===== config.mk =====
export PLATFORM = sky130hd
export DESIGN_NAME = cst_ctrl
export DESIGN_NICKNAME = d
export VERILOG_FILES = /design/src/hdl/cst_pkg.sv /design/src/hdl/cst_ctrl.sv
export SDC_FILE = /design/constraint.sdc
export NUM_CORES = 1
export LEC_CHECK = 0
export ABC_AREA = 1
export BUFFER_PORTS_ARGS = -buffer_cell sky130_fd_sc_hd__buf_2
export CAP_MARGIN = 40
export CORE_AREA = 2 2 39 41
export CTS_BUF_LIST = sky130_fd_sc_hd__clkbuf_4 sky130_fd_sc_hd__clkbuf_8
export DETAILED_ROUTE_END_ITERATION = 8
export DIE_AREA = 0 0 41 43
export PLACE_DENSITY = 0.54
export SYNTH_ARGS = -nofsm -noshare
export SYNTH_HDL_FRONTEND = slang
export SYNTH_SLANG_ARGS = --single-unit
export TNS_END_PERCENT = 100

===== constraint.sdc =====
create_clock -name clk -period 1.7 [get_ports clk]
set_clock_uncertainty 0.05 [all_clocks]
set_input_delay 0.085 -clock clk [delete_from_list [all_inputs] [get_ports clk]]
set_output_delay 0.085 -clock clk [all_outputs]
set_load 0.1 [all_outputs]

===== src/hdl/cst_pkg.sv =====
package cst_pkg;

	// operation codes
	localparam logic [2:0] OP_ADD_USER    = 3'd0;
	localparam logic [2:0] OP_SET_ADMIN   = 3'd1;
	localparam logic [2:0] OP_CHECK_ADMIN = 3'd2;
	localparam logic [2:0] OP_CHECK_USER  = 3'd3;
	localparam logic [2:0] OP_REMOVE_USER = 3'd4;

	// result status codes
	localparam logic [1:0] ST_OK      = 2'd0;
	localparam logic [1:0] ST_NOMATCH = 2'd1;
	localparam logic [1:0] ST_FULL    = 2'd2;
	localparam logic [1:0] ST_ZERO    = 2'd3;

	// ascii '0', rejected in any key byte
	localparam logic [7:0] ZERO_CHAR = 8'h30;

	localparam int KEY_W = 32;

	typedef enum logic [2:0] {
		S_CLEAR,
		S_IDLE,
		S_DISPATCH,
		S_SCAN,
		S_DRAIN,
		S_FIN
	} state_t;

	// controller to datapath
	typedef struct packed {
		logic load;        // capture request
		logic clr;         // write zero at scan counter, advance
		logic scan_start;  // set scan counter to first slot
		logic scan;        // issue read at scan counter, advance
		logic imm_done;    // take result that needs no scan
		logic finish;      // take result from scanned slot
		logic out_load;    // move result into output register
	} dp_cmd_t;

	// datapath to controller
	typedef struct packed {
		logic clr_last;    // counter at last slot
		logic scan_last;   // counter at last slot of this scan
		logic imm;         // request resolved without scan
		logic hit;         // slot read last cycle decides the request
		logic out_free;    // output register can take a result
	} dp_stat_t;

endpackage


===== src/hdl/cst_ctrl.sv =====
module cst_ctrl (
	input  logic               clk,
	input  logic               arst_n,
	input  logic               in_valid,
	output logic               in_ready,
	input  cst_pkg::dp_stat_t  dp_stat,
	output cst_pkg::dp_cmd_t   dp_cmd
);

	cst_pkg::state_t state_q, state_d;

	always_ff @(posedge clk or negedge arst_n) begin
		if (!arst_n) begin
			state_q <= cst_pkg::S_CLEAR;
		end else begin
			state_q <= state_d;
		end
	end

	always_comb begin
		state_d = state_q;
		case (state_q)
			cst_pkg::S_CLEAR: begin
				if (dp_stat.clr_last) state_d = cst_pkg::S_IDLE;
			end
			cst_pkg::S_IDLE: begin
				if (in_valid) state_d = cst_pkg::S_DISPATCH;
			end
			cst_pkg::S_DISPATCH: begin
				state_d = dp_stat.imm ? cst_pkg::S_FIN : cst_pkg::S_SCAN;
			end
			cst_pkg::S_SCAN: begin
				if (dp_stat.hit) state_d = cst_pkg::S_FIN;
				else if (dp_stat.scan_last) state_d = cst_pkg::S_DRAIN;
			end
			cst_pkg::S_DRAIN: begin
				state_d = cst_pkg::S_FIN;
			end
			cst_pkg::S_FIN: begin
				if (dp_stat.out_free) state_d = cst_pkg::S_IDLE;
			end
			default: begin
				state_d = cst_pkg::S_CLEAR;
			end
		endcase
	end

	always_comb begin
		dp_cmd   = '0;
		in_ready = 1'b0;
		case (state_q)
			cst_pkg::S_CLEAR: begin
				dp_cmd.clr = 1'b1;
			end
			cst_pkg::S_IDLE: begin
				in_ready    = 1'b1;
				dp_cmd.load = in_valid;
			end
			cst_pkg::S_DISPATCH: begin
				dp_cmd.imm_done   = dp_stat.imm;
				dp_cmd.scan_start = !dp_stat.imm;
			end
			cst_pkg::S_SCAN: begin
				dp_cmd.finish = dp_stat.hit;
				dp_cmd.scan   = !dp_stat.hit;
			end
			cst_pkg::S_DRAIN: begin
				dp_cmd.finish = 1'b1;
			end
			cst_pkg::S_FIN: begin
				dp_cmd.out_load = dp_stat.out_free;
			end
			default: begin
				dp_cmd = '0;
			end
		endcase
	end

endmodule


==> reports/results.ini, run 1 <==
[outcome]
status=completed

[yosys]
synthTopCellsByArea=dfrtp_1 28%, nand2_1 21%, nor2_1 11%
synth_fa_ha_area_frac=0
yosys_warnings=0
synth-seq-cells=3
synth-simple-area-share=0.592
synth_top_family_by_area=simple AND/OR/NAND/NOR gates
yosysTopAreaCell=dfrtp_1
synth-compound-area-share=0.0367
synth_fp_nets=55
postSynthAreaPerCell_um2=5.80
ys_seq_area_frac=0.275
synth_area_um2=273
synth_xor_area_frac=0
yosysTopAreaCellShare=0.275
synth_cells=47
yosysUniqueCellTypes=13
synthMuxAreaShare=0

[timing]
rsz0062_at_grt=no
timing_hold_violations_final=0
min_period_ns=1.58
timing.slew.headroom=0.676
final.setup.tns_ns=0
clock.fmax_mhz=633
drv_slew=0
period_share=0.930
finalSetupViolCount=0
worstMarginPinSlew_ns=0.490

[global_route]
grt_use_met3=0.0314
grt_use_met2=0.150
grt-ovfl-total=0
grt_max_degree=8
grt-busiest-layer=met2
grt_pass1_wl_mm=1.15
grt_use_met1=0.113
grtUsageTotal=0.0955
antenna_found_initial=0
grt_pass1_vias=309

[setup_path]
slowest_stage=dfrtp_1
arrival_ns=1.45
critPathTopFamily=buffers and inverters
path_buf_inv=2
worst_setup_path_end_kind=output port
critPathMaxFanout=7
crit_type=flop to output port
path_cells=inv_2, nand2_1, nor2_2, buf_2
crit_required_ns=1.56
slowest_delay_ns=0.47
worst_setup_path_start_kind=flop
startpoint=state_q[2]$_DFFE_PN0P_
r2r_start=state_q[2]$_DFFE_PN0P_

[cts]
root_buffer=clkbuf_4
clk_path_buf_depth=2
cts_buffers=3
post-cts-setup-buffer-count=0
cts_tree=yes
clock_sinks=3
clk_pin_slew_ns=0.04
htreeDepth=1
clk_latency_ns=0.23

[final_layout]
drive_above_1_share=0.493
top_register=state_q
final_cell_mix=15 x nand2_1, 11 x buf_2, 7 x nor2_2
largest_register_ff_count=3
syn_to_final_growth_pct=70.6
antennaDiodeCount=0
nNetsFinal=76
top_regs=state_q x3
fin_cells=83
final_common_cell=nand2_1

[drt]
antenna_left=0
drc=0
drt_iter0_drc=3
vias_per_cell=4.13
drtPass1Iterations=4
wirelength_um=715
vias=343
avgRoutedWirePerCell_um=8.61

[hold_path]
hold_path.startpoint=dp_stat[3]
min_path_type=primary input to flop

[die]
die_width_um=41
core_region_area_um2=1380
die_h_um=43
ios=16
rows=14
dieArea_um2=1760
start_util=0.197

[placed_design]
io_buffers=15
dpl.hpwl_um=594
gp_congestion=0.709
dp.cells=78

[flow_run]
drv_cap=0

[stage by stage]
stage | worst slack (ns) | util | area (um^2) | hold slack [ns]
5_1_grt | 0.00154 | 0.336 | 465 | 0.108
3_3_place_gp | 0.336 | 0.304 | 420 | -0.163
2_1_floorplan | -0.129 | - | 295 | -0.261
4_1_cts | 0.0680 | 0.333 | 460 | 0.0822
6_report | 0.119 | 0.336 | 465 | 0.0784
3_5_place_dp | 0.322 | 0.304 | 420 | -0.163
[final cells by class]
cell class,instances,area (um^2)
timing repair buffer,16,120
sequential,3,75.1
multi-input combinational,37,194
clock buffer,4,30.0
inverter,7,26.3
tap,16,20.0
fill,150,918
[path summary, 6_finish.rpt]
| check | to | slack, ns | depth (start not counted) |
|---|---|---|---|
| worst max-delay path | dp_cmd[6] | 0.12 | 4 |
| worst min-delay path | state_q[1]$_DFFE_PN0P_ | 0.08 | 4 |
| worst max register to register | state_q[0]$_DFFE_PN0P_ | 0.50 | 5 |
| worst min register to register | state_q[0]$_DFFE_PN0P_ | 0.55 | 2 |
| max in group asynchronous | state_q[0]$_DFFE_PN0P_ | 1.36 | 2 |
| min in group asynchronous | state_q[1]$_DFFE_PN0P_ | 0.13 | 2 |
[cells in the mapped netlist (all sizes together)]
cell,instances
nor3,1
nand3,4
o21ai,2
dfrtp,3
inv,7
nand4,1
nand3b,1
nand2,17
nor2,11
[worst reg2reg max path, delay by kind of cell, from the launching register on]
family	cells	cell delay, ns
and+or+nand+nor	4	0.42
buffers and inverters	1	0.11
DFF	1	0.50
[routing by layer]
metal  part of all wire  up-vias  routed length, um
met1               0.41      148                293
met5                  0        -                  0
met3              0.063        0                 45
li1                   -      185                  -
met2               0.53       10                376
met4                  0        0                  0
[kinds of logic (layout without fill, tap and decap cells)]
logic type,count (synthesis),count (layout)
buffers and inverters,7,27
flip-flops,3,3
AO/OA/AOI/OAI,2,2
AND/OR/NAND/NOR,35,35
[repair_timing]
action | in CTS | in global routing
endpoints found under the hold margin | 3 | 0
gates resized for setup | 0 | 2
endpoints found under the setup margin | 0 | 2
hold buffers | 1 | 0
Power of run 1 is left out: the tool's default activity adds up to more than one toggle a clock period on the data nets, which glitch-free logic cannot reach.
==> inputs of run 2 (changes only) <==
--- a/config.mk
+++ b/config.mk
@@ -6,13 +6,13 @@
 export NUM_CORES = 1
 export LEC_CHECK = 0
 export ABC_AREA = 1
-export BUFFER_PORTS_ARGS = -buffer_cell sky130_fd_sc_hd__buf_2
 export CAP_MARGIN = 40
 export CORE_AREA = 2 2 39 41
 export CTS_BUF_LIST = sky130_fd_sc_hd__clkbuf_4 sky130_fd_sc_hd__clkbuf_8
 export DETAILED_ROUTE_END_ITERATION = 8
 export DIE_AREA = 0 0 41 43
-export PLACE_DENSITY = 0.54
+export DONT_BUFFER_PORTS = 1
+export PLACE_DENSITY = 0.43
 export SYNTH_ARGS = -nofsm -noshare
 export SYNTH_HDL_FRONTEND = slang
 export SYNTH_SLANG_ARGS = --single-unit
==> run 2 against run 1 <==
  * Via count shrank 4.1%
  * Hold slack lost 0.078 ns
  * Setup slack gained 0.033 ns
  * Maximum frequency grew 2.1%
  * Sequential cell count is the same
  * First-iteration DRC count grew to 3.0 times the previous value
  * Routed wire length shrank 1.3%
  * Core utilization shrank 2.4 points
  * Largest cell class unchanged
==> reports/results.ini, run 2 (synthesis results as in run 1) <==
[placed_design]
dpl.hpwl_um=586
gp_congestion=0.797
place_area_um2=382
io_buffers=0
post-place-ws_ns=0.399

[final_layout]
largest_register_ff_count=3
drive_above_1_share=0.426
final_common_cell=nand2_1
syn_to_final_growth_pct=58.3
design_area_um2=432
nNetsFinal=70
antennaDiodeCount=0
top_regs=state_q x3
final_cell_mix=15 x nand2_1, 8 x buf_4, 7 x nor2_2
top_register=state_q

[drt]
avgRoutedWirePerCell_um=9.17
vias=329
drt_iter0_drc=9
antenna_left=0
drc=0
drtPass1Iterations=4
vias_per_cell=4.27
wirelength_um=706

[cts]
htreeDepth=1
postCtsHoldBufs=2
ctsResizeCount=0
clk_path_buf_depth=2
clock_sinks=3
post-cts-setup-buffer-count=0
clk_pin_slew_ns=0.04
cts_tree=yes
cts_buffers=3
clk_latency_ns=0.23
root_buffer=clkbuf_4

[timing]
whs_ns=0.0000329
drv_slew=0
final.setup.tns_ns=0
fin_ws_ns=0.152
timing_hold_violations_final=0
period_share=0.910
clock.fmax_mhz=646
timing.slew.headroom=0.788
finalSetupViolCount=0
min_period_ns=1.55
rsz0062_at_grt=no
worstMarginPinSlew_ns=0.318

[hold_path]
min_path_type=primary input to flop

[setup_path]
crit_type=flop to output port
arrival_ns=1.41
worst_setup_path_start_kind=flop
worst_setup_path_end_kind=output port
r2r_slack_ns=0.46
critPathMaxFanout=6
crit_required_ns=1.56

[die]
start_util=0.197
core_region_area_um2=1380
ios=16
die_width_um=41
dieArea_um2=1760
rows=14
die_h_um=43

[global_route]
antenna_found_initial=0
grt_pass1_wl_mm=1.19
grt_max_degree=8
grt_pass1_vias=300
grtUsageTotal=0.0984
grt-ovfl-total=0

[flow_run]
drv_cap=0

[outcome]
status=completed

run 2: changes by cell type in the layout (fill, tap and decap cells not counted):
| cell | before | now |
|---|---|---|
| nor3_2 | 1 | 0 |
| nor3_4 | 0 | 1 |
| buf_2 | 11 | 0 |
| buf_4 | 0 | 8 |
| dlygate4sd3_1 | 1 | 2 |
| clkbuf_4 | 6 | 4 |
| buf_12 | 2 | 0 |
run 2: worst max-delay path, cell delays in order, from the launching register on:
cell     delay, ns
dfrtp_1       0.43
nand2_1       0.14
nor2_2        0.16
nand2_1       0.09
nand2_1       0.07
buf_4         0.28
run 2: routing by layer:
layer  track usage  part of all wire  vias to the layer above
li1              -                 -                      174
met1         0.141              0.49                      144
met2         0.122              0.43                       11
met3        0.0471             0.075                        0
met4        0.0400                 0                        0
met5             0                 0                        -
run 2: per-stage QoR:
stage                     utilization  instances
final                           0.312         77
after CTS                       0.312         77
after global placement          0.276         71
after floorplan                     -         47
after global routing            0.312         77
after detailed placement        0.276         71
run 2: cell type report:
| cell class | instances | area (um^2) |
|---|---|---|
| tap | 16 | 20.0 |
| fill | 152 | 952 |
| timing repair buffer | 10 | 80.1 |
| clock buffer | 4 | 30.0 |
| inverter | 7 | 26.3 |
| multi-input combinational | 37 | 200 |
| sequential | 3 | 75.1 |
run 2: path summary, 6_finish.rpt:
| check | to | cells past startpoint | startpoint |
|---|---|---|---|
| min in group asynchronous | state_q[1]$_DFFE_PN0P_ | 1 | arst_n |
| max in group asynchronous | state_q[0]$_DFFE_PN0P_ | 1 | arst_n |
| hold / removal | state_q[1]$_DFFE_PN0P_ | 3 | dp_stat[1] |
| hold reg to reg | state_q[0]$_DFFE_PN0P_ | 2 | state_q[0]$_DFFE_PN0P_ |
| setup reg to reg | state_q[1]$_DFFE_PN0P_ | 5 | state_q[2]$_DFFE_PN0P_ |
| setup / recovery | dp_cmd[1] | 5 | state_q[1]$_DFFE_PN0P_ |
Power of run 2 is left out for the same reason.
==> inputs of run 3 (changes only) <==
==> constraint.sdc (replaced) <==
create_clock -name clk -period 1.6 [get_ports clk]
set_clock_uncertainty 0.05 [all_clocks]
set_input_delay 0.08 -clock clk [delete_from_list [all_inputs] [get_ports clk]]
set_output_delay 0.08 -clock clk [all_outputs]
set_load 0.1 [all_outputs]
==> run 3 against run 2 <==
  * The run now ends with hold timing left
  * Sequential cell count unchanged
  * Global-route usage increased by 0.82 points
  * Routed wire length up 4.8%
  * Via count fell by 0.61%
  * Setup slack lost 0.038 ns
  * Critical path depth fell by 1
  * Critical endpoint is now dp_cmd[2]
==> reports/results.ini, run 3 (synthesis results as in run 1) <==
[setup_path]
crit_type=flop to output port
critPathMaxFanout=7
arrival_ns=1.36
critical_path_depth=4
timing.rr.end=state_q[0]$_DFFE_PN0P_
worst_setup_path_start_kind=flop
slowest_delay_ns=0.48
crit_required_ns=1.47
path_buf_inv=2
path_cells=inv_2, nand2_1, nor2_4, buf_4
r2r_start=state_q[2]$_DFFE_PN0P_
r2r_slack_ns=0.34
slowest_stage=dfrtp_1
rr_worst_depth=5
worst_setup_path_end_kind=output port
startpoint=state_q[2]$_DFFE_PN0P_
crit_path_end=dp_cmd[2]
critPathTopFamily=flip-flops

[drt]
antenna_left=0
drtPass1Iterations=3
vias_per_cell=4.30
drt_iter0_drc=4
vias=327
wirelength_um=740
drc=0
avgRoutedWirePerCell_um=9.74

[outcome]
status=finished with violations
violations=hold timing

[timing]
whs_ns=-0.00272
timing.slew.headroom=0.787
period_share=0.928
worstMarginPinSlew_ns=0.319
rsz0062_at_grt=no
fin_ws_ns=0.115
finalSetupViolCount=0
clock.fmax_mhz=673
min_period_ns=1.49
drv_slew=0
timing_hold_violations_final=1

[placed_design]
place_area_um2=449
gp_congestion=0.772
dpl.hpwl_um=654
io_buffers=0
post-place-ws_ns=0.323

[final_layout]
design_area_um2=489
top_register=state_q
nNetsFinal=69
drive_above_1_share=0.433
top_regs=state_q x3
largest_register_ff_count=3
final_common_cell=nand2_1
syn_to_final_growth_pct=79.4
antennaDiodeCount=0
final_cell_mix=15 x nand2_1, 6 x nor2_2, 5 x inv_1, 5 x buf_12, 4 x clkbuf_4

[die]
die_width_um=41
ios=16
dieArea_um2=1760
core_region_area_um2=1380
rows=14
start_util=0.197
die_h_um=43

[cts]
root_buffer=clkbuf_4
clk_pin_slew_ns=0.03
cts_buffers=3
clk_path_buf_depth=2
ctsResizeCount=0
clock_sinks=3
clk_latency_ns=0.23
cts_tree=yes
htreeDepth=1

[global_route]
grt_pass1_wl_mm=1.24
grt_max_degree=8
antenna_found_initial=0
grtUsageTotal=0.107
grt-ovfl-total=0
grt_pass1_vias=337

[hold_path]
min_path_type=primary input to flop

[flow_run]
drv_cap=0

[run 3: repair_timing]
item | 4_1_cts | 5_1_grt
endpoints found under the hold margin | 3 | 0
setup buffers | 0 | 0
hold buffers | 1 | 0
[run 3: layout make-up]
| cell class | instances | area [um^2] |
|---|---|---|
| Fill cell | 146 | 895 |
| Sequential cell | 3 | 75.1 |
| Clock buffer | 4 | 30.0 |
| Timing Repair Buffer | 9 | 133 |
| Tap cell | 16 | 20.0 |
| Multi-Input combinational cell | 37 | 205 |
| Inverter | 7 | 26.3 |
[run 3: worst reg2reg max path: stages (launching register included)]
cell     delay, ns
dfrtp_1       0.52
inv_2         0.11
nand3_1       0.19
nand4_1       0.13
nand2_1       0.09
nand2_1       0.06
[run 3: through the flow]
stage          TNS [ns]  instances   util
2_1_floorplan    -0.224         47      -
3_3_place_gp          0         71  0.325
3_5_place_dp          0         71  0.325
4_1_cts               0         76  0.354
5_1_grt               0         76  0.354
6_report              0         76  0.354
[run 3: per-layer routing]
layer	track usage	routed length [um]	vias up
li1	-	-	172
met2	0.172	378	13
met5	0	0	-
met3	0.0314	57	0
met4	0.0600	0	0
met1	0.117	304	142
[run 3: worst min-delay path by stage]
| stage | to | startpoint | cells past startpoint | slack (ns) |
|---|---|---|---|---|
| floorplan | state_q[0]$_DFFE_PN0P_ | arst_n | 0 | -0.27 |
| global placement | state_q[0]$_DFFE_PN0P_ | arst_n | 0 | -0.27 |
| detailed placement | state_q[2]$_DFFE_PN0P_ | arst_n | 0 | -0.27 |
| CTS | state_q[1]$_DFFE_PN0P_ | dp_stat[3] | 3 | 0.005 |
| global route | state_q[1]$_DFFE_PN0P_ | dp_stat[3] | 3 | 0.004 |
| finish | state_q[1]$_DFFE_PN0P_ | dp_stat[3] | 3 | -0.003 |
Power of run 3 is left out for the same reason.
